$ cat src/design/flpf_pkg.sv
package flpf_pkg;

  // stream widths, fields packed from bit 0 up and padded to whole bytes
  localparam int IN_TDATA_W  = 88;
  localparam int OUT_TDATA_W = 8;
  localparam int OUT_TUSER_W = 2;
  localparam int POS_W       = 10;
  localparam int LEN_W       = 10;

  // fixed frame layout
  localparam int DATA_START = 18;
  localparam int SUM_START  = 6;

  localparam logic [7:0] HEAD_A  = 8'hFC;
  localparam logic [7:0] HEAD_B  = 8'hA1;
  localparam logic [7:0] TYPE_B  = 8'hA5;
  localparam logic [7:0] PAD_B   = 8'hAA;
  localparam logic [7:0] TAIL_A  = 8'h1E;
  localparam logic [7:0] TAIL_B  = 8'h1B;

  // what the back end puts on the wire for one slot
  localparam logic [1:0] SEL_BYTE   = 2'd0;
  localparam logic [1:0] SEL_SUM_HI = 2'd1;
  localparam logic [1:0] SEL_SUM_LO = 2'd2;

  typedef struct packed {
    logic [7:0] byte_val;
    logic [1:0] sel;
    logic       taken;
    logic       last;
    logic       err;
    logic       sum_clr;
    logic       sum_en;
  } slot_t;

endpackage

$ cat src/design/fixed_length_packet_framer_core.sv
// Fixed-length packet framer. Each accepted input item is one wire slot and
// yields exactly one output item, so a frame of 24 + PAYLOAD_BYTES items
// (886 at the default) goes out as FC FC A1 A1, index[15:0], A5 A5, total,
// index, length, the data field, a 16-bit checksum and 1E 1B 1E 1B, all
// big endian. The item at frame start samples the payload length, packet
// number and packet count; a length above PAYLOAD_BYTES is rejected with a
// zero byte and length_error, and the framer stays at frame start. Data slots
// below the sampled length emit payload_byte and flag payload_taken, later
// ones emit AA padding. The checksum is the wrapping byte sum from the type
// field through the last data byte. Throughput is one item per clock while
// neither side stalls; an accepted item is written to the queue, then moves
// through the checksum stage into the output register, from which it leaves.
// A two-entry queue between the slot decoder and the checksum stage, plus
// the output register, lets either side stall on its own.
module fixed_length_packet_framer_core import flpf_pkg::*; #(
  parameter int PAYLOAD_BYTES = 862
) (
  input  logic                   clk,
  input  logic                   rst_n,
  // in_tdata: payload_byte[7:0], payload_length[17:8], pkt_number[49:18],
  // pkt_count[81:50], zero pad [87:82]
  input  logic                   in_tvalid,
  output logic                   in_tready,
  input  logic [IN_TDATA_W-1:0]  in_tdata,
  // out_tdata: wire_byte[7:0]
  // out_tuser: payload_taken[0], length_error[1]
  // out_tlast: last_byte
  output logic                   out_tvalid,
  input  logic                   out_tready,
  output logic [OUT_TDATA_W-1:0] out_tdata,
  output logic [OUT_TUSER_W-1:0] out_tuser,
  output logic                   out_tlast
);

  // classified slots from decoder to checksum stage
  slot_t q_in, q_head;
  logic  q_push, q_ready, q_valid, q_pop;

  // slot decoder: tracks frame position, samples packet fields
  flpf_front #(
    .PAYLOAD_BYTES (PAYLOAD_BYTES)
  ) u_front (
    .clk       (clk),
    .rst_n     (rst_n),
    .in_tvalid (in_tvalid),
    .in_tready (in_tready),
    .in_tdata  (in_tdata),
    .q_ready   (q_ready),
    .q_push    (q_push),
    .q_entry   (q_in)
  );

  // short decoupling queue
  flpf_queue u_queue (
    .clk        (clk),
    .rst_n      (rst_n),
    .push       (q_push),
    .push_entry (q_in),
    .ready      (q_ready),
    .pop        (q_pop),
    .valid      (q_valid),
    .head       (q_head)
  );

  // checksum accumulator and output register
  flpf_back u_back (
    .clk        (clk),
    .rst_n      (rst_n),
    .q_valid    (q_valid),
    .q_head     (q_head),
    .q_pop      (q_pop),
    .out_tvalid (out_tvalid),
    .out_tready (out_tready),
    .out_tdata  (out_tdata),
    .out_tuser  (out_tuser),
    .out_tlast  (out_tlast)
  );

endmodule

$ cat src/design/flpf_front.sv
module flpf_front import flpf_pkg::*; #(
  parameter int PAYLOAD_BYTES = 862
) (
  input  logic                  clk,
  input  logic                  rst_n,
  input  logic                  in_tvalid,
  output logic                  in_tready,
  input  logic [IN_TDATA_W-1:0] in_tdata,
  input  logic                  q_ready,
  output logic                  q_push,
  output slot_t                 q_entry
);

  localparam int DATA_END    = DATA_START + PAYLOAD_BYTES;
  localparam int FRAME_BYTES = DATA_END + 6;

  localparam logic [POS_W:0]   FRAME_C    = (POS_W+1)'(FRAME_BYTES);
  localparam logic [POS_W-1:0] LAST_C     = POS_W'(FRAME_BYTES - 1);
  localparam logic [POS_W-1:0] DEND_C     = POS_W'(DATA_END);
  localparam logic [POS_W-1:0] DSTART_C   = POS_W'(DATA_START);
  localparam logic [POS_W-1:0] SSTART_C   = POS_W'(SUM_START);
  localparam logic [LEN_W-1:0] MAXLEN_C   = LEN_W'(PAYLOAD_BYTES);

  logic [POS_W-1:0] pos_r, pos_nxt;
  logic [31:0]      hidx_r, htot_r;
  logic [LEN_W-1:0] hlen_r;

  logic [7:0]       pay;
  logic [LEN_W-1:0] len;
  logic [31:0]      idx, tot;
  logic [POS_W-1:0] p, doff;
  logic             reject;
  slot_t            ent;

  assign pay = in_tdata[7:0];
  assign len = in_tdata[17:8];
  assign idx = in_tdata[49:18];
  assign tot = in_tdata[81:50];

  assign in_tready = q_ready;
  assign q_push    = in_tvalid && q_ready;
  assign q_entry   = ent;

  always_comb begin
    p      = ({1'b0, pos_r} >= FRAME_C) ? '0 : pos_r;
    doff   = p - DSTART_C;
    reject = (p == '0) && (len > MAXLEN_C);
    ent          = '0;
    ent.sel      = SEL_BYTE;
    ent.sum_clr  = (p == '0) && !reject;
    ent.sum_en   = (p >= SSTART_C) && (p < DEND_C);
    pos_nxt      = p + 1'b1;
    priority if (reject) begin
      ent.err = 1'b1;
      pos_nxt = '0;
    end else if (p < 10'd2) begin
      ent.byte_val = HEAD_A;
    end else if (p < 10'd4) begin
      ent.byte_val = HEAD_B;
    end else if (p < 10'd6) begin
      ent.byte_val = p[0] ? hidx_r[7:0] : hidx_r[15:8];
    end else if (p < 10'd8) begin
      ent.byte_val = TYPE_B;
    end else if (p < 10'd12) begin
      ent.byte_val = htot_r[8*(3-p[1:0]) +: 8];
    end else if (p < 10'd16) begin
      ent.byte_val = hidx_r[8*(3-p[1:0]) +: 8];
    end else if (p < DSTART_C) begin
      ent.byte_val = p[0] ? hlen_r[7:0] : {6'd0, hlen_r[9:8]};
    end else if (p < DEND_C) begin
      if (doff < hlen_r) begin
        ent.byte_val = pay;
        ent.taken    = 1'b1;
      end else begin
        ent.byte_val = PAD_B;
      end
    end else if (p == DEND_C) begin
      ent.sel = SEL_SUM_HI;
    end else if (p == DEND_C + 1'b1) begin
      ent.sel = SEL_SUM_LO;
    end else begin
      ent.byte_val = (p[0] ^ DEND_C[0]) ? TAIL_B : TAIL_A;
      if (p == LAST_C) begin
        ent.last = 1'b1;
        pos_nxt  = '0;
      end
    end
  end

  always_ff @(posedge clk) begin
    if (!rst_n) begin
      pos_r <= '0;
    end else if (q_push) begin
      pos_r <= pos_nxt;
    end
  end

  // sampled packet fields, always loaded at a frame start before any use
  always_ff @(posedge clk) begin
    if (q_push && (p == '0) && !reject) begin
      hidx_r <= idx;
      htot_r <= tot;
      hlen_r <= len;
    end
  end

`ifndef SYNTH
  a_pos_in_frame: assert property (@(posedge clk) disable iff (!rst_n)
    {1'b0, pos_r} < FRAME_C)
    else $error("frame position past frame end");
`endif

endmodule

$ cat src/design/flpf_queue.sv
module flpf_queue import flpf_pkg::*; (
  input  logic  clk,
  input  logic  rst_n,
  input  logic  push,
  input  slot_t push_entry,
  output logic  ready,
  input  logic  pop,
  output logic  valid,
  output slot_t head
);

  slot_t      mem_r [2];
  logic       wr_r, rd_r;
  logic [1:0] cnt_r, cnt_nxt;

  assign ready = (cnt_r != 2'd2);
  assign valid = (cnt_r != 2'd0);
  assign head  = mem_r[rd_r];

  always_comb begin
    cnt_nxt = cnt_r;
    unique case ({push, pop})
      2'b10:   cnt_nxt = cnt_r + 2'd1;
      2'b01:   cnt_nxt = cnt_r - 2'd1;
      default: cnt_nxt = cnt_r;
    endcase
  end

  always_ff @(posedge clk) begin
    if (!rst_n) begin
      wr_r  <= 1'b0;
      rd_r  <= 1'b0;
      cnt_r <= '0;
    end else begin
      cnt_r <= cnt_nxt;
      if (push) wr_r <= ~wr_r;
      if (pop)  rd_r <= ~rd_r;
    end
  end

  always_ff @(posedge clk) begin
    if (push) mem_r[wr_r] <= push_entry;
  end

`ifndef SYNTH
  a_cnt_range: assert property (@(posedge clk) disable iff (!rst_n)
    cnt_r != 2'd3)
    else $error("queue count out of range");
  a_no_pop_empty: assert property (@(posedge clk) disable iff (!rst_n)
    pop |-> valid)
    else $error("pop from empty queue");
`endif

endmodule

$ cat src/design/flpf_back.sv
module flpf_back import flpf_pkg::*; (
  input  logic                   clk,
  input  logic                   rst_n,
  input  logic                   q_valid,
  input  slot_t                  q_head,
  output logic                   q_pop,
  output logic                   out_tvalid,
  input  logic                   out_tready,
  output logic [OUT_TDATA_W-1:0] out_tdata,
  output logic [OUT_TUSER_W-1:0] out_tuser,
  output logic                   out_tlast
);

  logic [15:0] sum_r, sum_nxt, sum_base;
  logic [7:0]  byte_out;
  logic        vld_r;
  logic [7:0]  data_r;
  logic        taken_r, last_r, err_r;

  assign q_pop = q_valid && (!vld_r || out_tready);

  always_comb begin
    sum_base = q_head.sum_clr ? 16'd0 : sum_r;
    unique case (q_head.sel)
      SEL_SUM_HI: byte_out = sum_base[15:8];
      SEL_SUM_LO: byte_out = sum_base[7:0];
      default:    byte_out = q_head.byte_val;
    endcase
    sum_nxt = q_head.sum_en ? (sum_base + {8'd0, byte_out}) : sum_base;
  end

  always_ff @(posedge clk) begin
    if (!rst_n) begin
      vld_r <= 1'b0;
      sum_r <= '0;
    end else begin
      if (q_pop) begin
        vld_r <= 1'b1;
        sum_r <= sum_nxt;
      end else if (out_tready) begin
        vld_r <= 1'b0;
      end
    end
  end

  always_ff @(posedge clk) begin
    if (q_pop) begin
      data_r  <= byte_out;
      taken_r <= q_head.taken;
      last_r  <= q_head.last;
      err_r   <= q_head.err;
    end
  end

  assign out_tvalid = vld_r;
  assign out_tdata  = data_r;
  assign out_tuser  = {err_r, taken_r};
  assign out_tlast  = last_r;

`ifndef SYNTH
  a_err_clean: assert property (@(posedge clk) disable iff (!rst_n)
    (out_tvalid && err_r) |-> (data_r == 8'd0 && !last_r && !taken_r))
    else $error("rejected start carries data or flags");
  a_last_not_taken: assert property (@(posedge clk) disable iff (!rst_n)
    (out_tvalid && last_r) |-> !taken_r)
    else $error("tail byte marked as payload");
`endif

endmodule
$ cat config.mk
export PLATFORM = sky130hd
export DESIGN_NAME = fixed_length_packet_framer_core
export DESIGN_NICKNAME = d
export VERILOG_FILES = /design/src/design/flpf_pkg.sv /design/src/design/fixed_length_packet_framer_core.sv /design/src/design/flpf_front.sv /design/src/design/flpf_queue.sv /design/src/design/flpf_back.sv
export SDC_FILE = /design/constraint.sdc
export NUM_CORES = 1
export LEC_CHECK = 0
export ABC_CLOCK_PERIOD_IN_PS = 28600
export BUFFER_PORTS_ARGS = -buffer_cell sky130_fd_sc_hd__clkbuf_2
export CAP_MARGIN = 40
export CORE_MARGIN = 8
export CORE_UTILIZATION = 41
export DETAILED_ROUTE_END_ITERATION = 12
export GPL_TIMING_DRIVEN = 0
export PLACE_DENSITY_LB_ADDON = 0.3
export SLEW_MARGIN = 15
export SYNTH_ARGS = -nofsm -noshare
export SYNTH_HDL_FRONTEND = slang
export SYNTH_SLANG_ARGS = --single-unit
export TNS_END_PERCENT = 20
$ cat constraint.sdc
create_clock -name clk -period 28.6 [get_ports clk]
set_input_delay 2.86 -clock clk [delete_from_list [all_inputs] [get_ports clk]]
set_output_delay 2.86 -clock clk [all_outputs]
set_load 0.02 [all_outputs]
==> flow_summary.toml <==
[clock_network]
clock_latency_ns = 0.42
total_clock_buffers_created_by_cts = 17
cts_max_path_buffers = 2
htree_num_levels = 4
post_cts.repair.setup_buffers = 0
post_cts.resized_instances = 0
tritoncts = "built"
cts_root_buffer = "sky130_fd_sc_hd__clkbuf_16"
cts.hold.buffers_added = 0
clkSinkCount = 147
cts.clk_slew.worst_paths_ns = 0.06

[flow_run]
max_cap_viol_count = 0

[synthesis]
synth_seq_cells = 147
yosys.cell_count.top_type = "sky130_fd_sc_hd__edfxtp_1"
yosys_warnings = 0
top_post_synthesis_cells_by_count = "sky130_fd_sc_hd__edfxtp_1, sky130_fd_sc_hd__nand2_1, sky130_fd_sc_hd__nor2_1"
synth_top_flop_cell = "sky130_fd_sc_hd__edfxtp_1"
synth_enable_flop_cells = 115
ys_seq_area_frac = 0.542
synth.area.top_cells = "sky130_fd_sc_hd__edfxtp_1, sky130_fd_sc_hd__dfxtp_1, sky130_fd_sc_hd__ha_1"
post_synth_inst_count = 649
syn_std_cell_area_um2 = 7550
net_count_after_synthesis = 767
post_synthesis_async_set_or_reset_flop_share = 0
synth.largest_area_cell = "sky130_fd_sc_hd__edfxtp_1"
netlist-cell-type-count = 75
synthDominantCellAreaShare = 0.457
post_synth.cell_area_avg_um2 = 11.6

[layout]
area.sequential_um2 = 4090
layoutNonFillerInstCount = 1021
drive_above_1_share = 0.259
n_fill_cell = 1644
multiInputGateArea_um2 = 3150
number_of_antenna_repair_diodes = 0
layout.core_utilization = 0.498
finish.net_count = 898
layout-area-overhead-vs-synth_pct = 18.8

[pwr]
p_leak_nw = 3.43
internal-power_uw = 463
swShare = 0.315
total_switching_power_uw = 213
part_of_the_total_power_dissipated_in_combinational_logic = 0.272
clockPowerShare = 0.298
max-vdd-ir-drop_uv = 51.9
power.sequential.fraction = 0.430
power_density_nw_per_um2 = 75.4

[timing]
relSlewSlack = 0.429
final.hold.worst_slack_ns = 0.480
timing_max_transition_violations_final = 0
fin_crit_sh = 0.176
clock_skew_ns = 0.00868
period_needed_ns = 5.02
finalSetupViolations = 0
worst_pin_slew_ns = 0.834
rsz0062_at_grt = "no"
summed_negative_setup_slack_over_all_endpoints_ns = 0
max_freq_ghz = 0.199
hold_violations = 0

[critical_path]
worstReg2RegEnd = "u_queue.mem_r[0][11]"
timing.rr.start = "u_front.pos_r[2]"
slowest_delay_ns = 0.62
ff2ff_path_depth = 19
worstPathCellList = "clkbuf_2, and2_1, inv_1, buf_1, nor4_2, buf_2, buf_2, buf_6, buf_4"
timing.setup.critical_path_class = "in -> reg"
timing.critical_path.slowest_stage_cell = "sky130_fd_sc_hd__nor4_2"
worst_ep_arrival_time_ns = 5.15
cp_top_family = "buffers and inverters"
crit_start = "in_tvalid"
cp.required_ns = 28.73
critical_path.endpoint_type = "flip-flop"
critical_path.max_fanout = 10
critical_path.most_common_cell = "sky130_fd_sc_hd__buf_2"
cp-endpoint = "u_front.htot_r[0]"
worst-path-buf-inv = 7
startpoint_type = "primary input"
critical_path_cell_count = 9
rrSetupSlack_ns = 23.70

[floorplan]
die_h_um = 152
top_level_ports = 105
core_area_um2 = 18000
num_rows = 49
die_w_um = 152
die-area_um2 = 23000
initial_core_util = 0.419

[detailed_routing]
drtPass1Iterations = 5
routedWlPerCell_um = 19.0
postRouteAntennaNets = 0
totalWireLength_um = 19400
dr_total_vias = 5691
viasPerCell = 5.57
drtIter0Drc = 325
drt_drc_violations_left = 0

[grt]
grt_usage = 0.176
number_of_global_route_vias_before_repair = 5873
grt_first_pass_wirelength_um = 31000
antenna_found_initial = 1
pin_count_of_the_biggest_net_entering_global_routing = 17
grt.overflow.total = 0

[placement]
place.detailed.hpwl_um = 14700
finalWeightedCongestion = 0.919
placed_cells = 990
port_buffers = 98

[worst_hold_path]
hp-class = "reg -> reg"

[outcome]
run_status = "complete, no violations"
[sequential cells by signal, indices dropped and copies added, names as in the netlist, named ones only]
signal             flops
u_back.out_tdata       8
u_back.sum_r          16
u_back.out_tvalid      1
u_back.out_tlast       1
u_queue.cnt_r          2
u_queue.wr_r           1
u_front.hidx_r        32
u_back.err_r           1
u_front.pos_r         10
u_front.hlen_r        10
u_back.taken_r         1
u_queue.mem_r         30
u_queue.rd_r           1
u_front.htot_r        32
[logic make-up after synthesis]
| group | share of synthesized area |
|---|---|
| compound gates | 0.155 |
| fa+ha+maj | 0.0441 |
| flops | 0.542 |
| simple gates | 0.132 |
| mux | 0.0681 |
| xor+xnor | 0.0162 |
| buf+inv | 0.0429 |
[metrics by stage]
| step | power, mW | area [um2] | setup WS [ns] |
|---|---|---|---|
| after global placement | 0.473 | 8330 | 14.26 |
| after CTS | 0.681 | 8970 | 23.60 |
| after detailed placement | 0.479 | 8440 | 23.16 |
| after floorplan | 0.420 | 7550 | 17.44 |
| after global routing | 0.713 | 8970 | 23.36 |
| final | 0.676 | 8970 | 23.58 |
[tightest hold or removal path: cells and delay by family, from the launching register on]
| kind | cells | cell delay (ns) |
|---|---|---|
| DFF | 1 | 0.32 |
| and+or+nand+nor | 1 | 0.06 |
| AOI/OAI and AO/OA | 1 | 0.05 |
[placed cells by master, fill, tap and decap left out, types with 13 or more instances in the layout]
cell,synthesis,routed
sky130_fd_sc_hd__ha_1,25,25
sky130_fd_sc_hd__o31ai_1,15,15
sky130_fd_sc_hd__edfxtp_1,115,115
sky130_fd_sc_hd__a22oi_1,15,15
sky130_fd_sc_hd__mux2i_1,24,24
sky130_fd_sc_hd__buf_2,13,19
sky130_fd_sc_hd__o21ai_0,19,19
sky130_fd_sc_hd__clkbuf_16,0,17
sky130_fd_sc_hd__nor2_1,36,33
sky130_fd_sc_hd__a211oi_1,14,14
sky130_fd_sc_hd__nor3_1,17,17
sky130_fd_sc_hd__a21oi_1,35,35
sky130_fd_sc_hd__mux2_2,16,16
sky130_fd_sc_hd__nand2_1,45,45
sky130_fd_sc_hd__clkbuf_1,10,13
sky130_fd_sc_hd__inv_1,25,25
sky130_fd_sc_hd__dfxtp_1,32,32
sky130_fd_sc_hd__clkbuf_2,0,98
sky130_fd_sc_hd__nand3_1,18,18
[final cells by class]
type | count | share of cell area
Clock buffer | 20 | 0.0487
Timing Repair Buffer | 112 | 0.0660
Inverter | 27 | 0.0113
Buffer | 42 | 0.0248
Clock inverter | 11 | 0.0100
Multi-Input combinational cell | 433 | 0.351
Sequential cell | 147 | 0.456
Tap cell | 229 | 0.0319
[worst min path at each step]
stage | from | end | slack, ns | depth (start not counted)
6_report | u_back.sum_r[6] | u_back.sum_r[6] | 0.48 | 2
5_1_grt | u_back.sum_r[6] | u_back.sum_r[6] | 0.52 | 2
4_1_cts | u_back.sum_r[6] | u_back.sum_r[6] | 0.49 | 2
3_5_place_dp | u_back.sum_r[6] | u_back.sum_r[6] | 0.48 | 2
3_3_place_gp | u_back.sum_r[6] | u_back.sum_r[6] | 0.48 | 2
2_1_floorplan | u_back.sum_r[6] | u_back.sum_r[6] | 0.46 | 2
[power by group through the flow]
stage               registers (mW)  logic [mW]  clock network [mW]
floorplan                    0.305       0.115                   0
global placement             0.301       0.173                   0
detailed placement           0.295       0.184                   0
CTS                          0.291       0.185               0.205
global route                 0.294       0.205               0.214
finish                       0.291       0.184               0.201
[routing by layer]
| metal | up-vias | GRT usage | share of wire |
|---|---|---|---|
| met5 | - | 0 | 0.00067 |
| met4 | 2 | 0.0671 | 0.020 |
| met3 | 34 | 0.0410 | 0.064 |
| met2 | 207 | 0.292 | 0.48 |
| met1 | 2688 | 0.218 | 0.43 |
| li1 | 2760 | - | - |
Power figures use the tool's default switching activity.
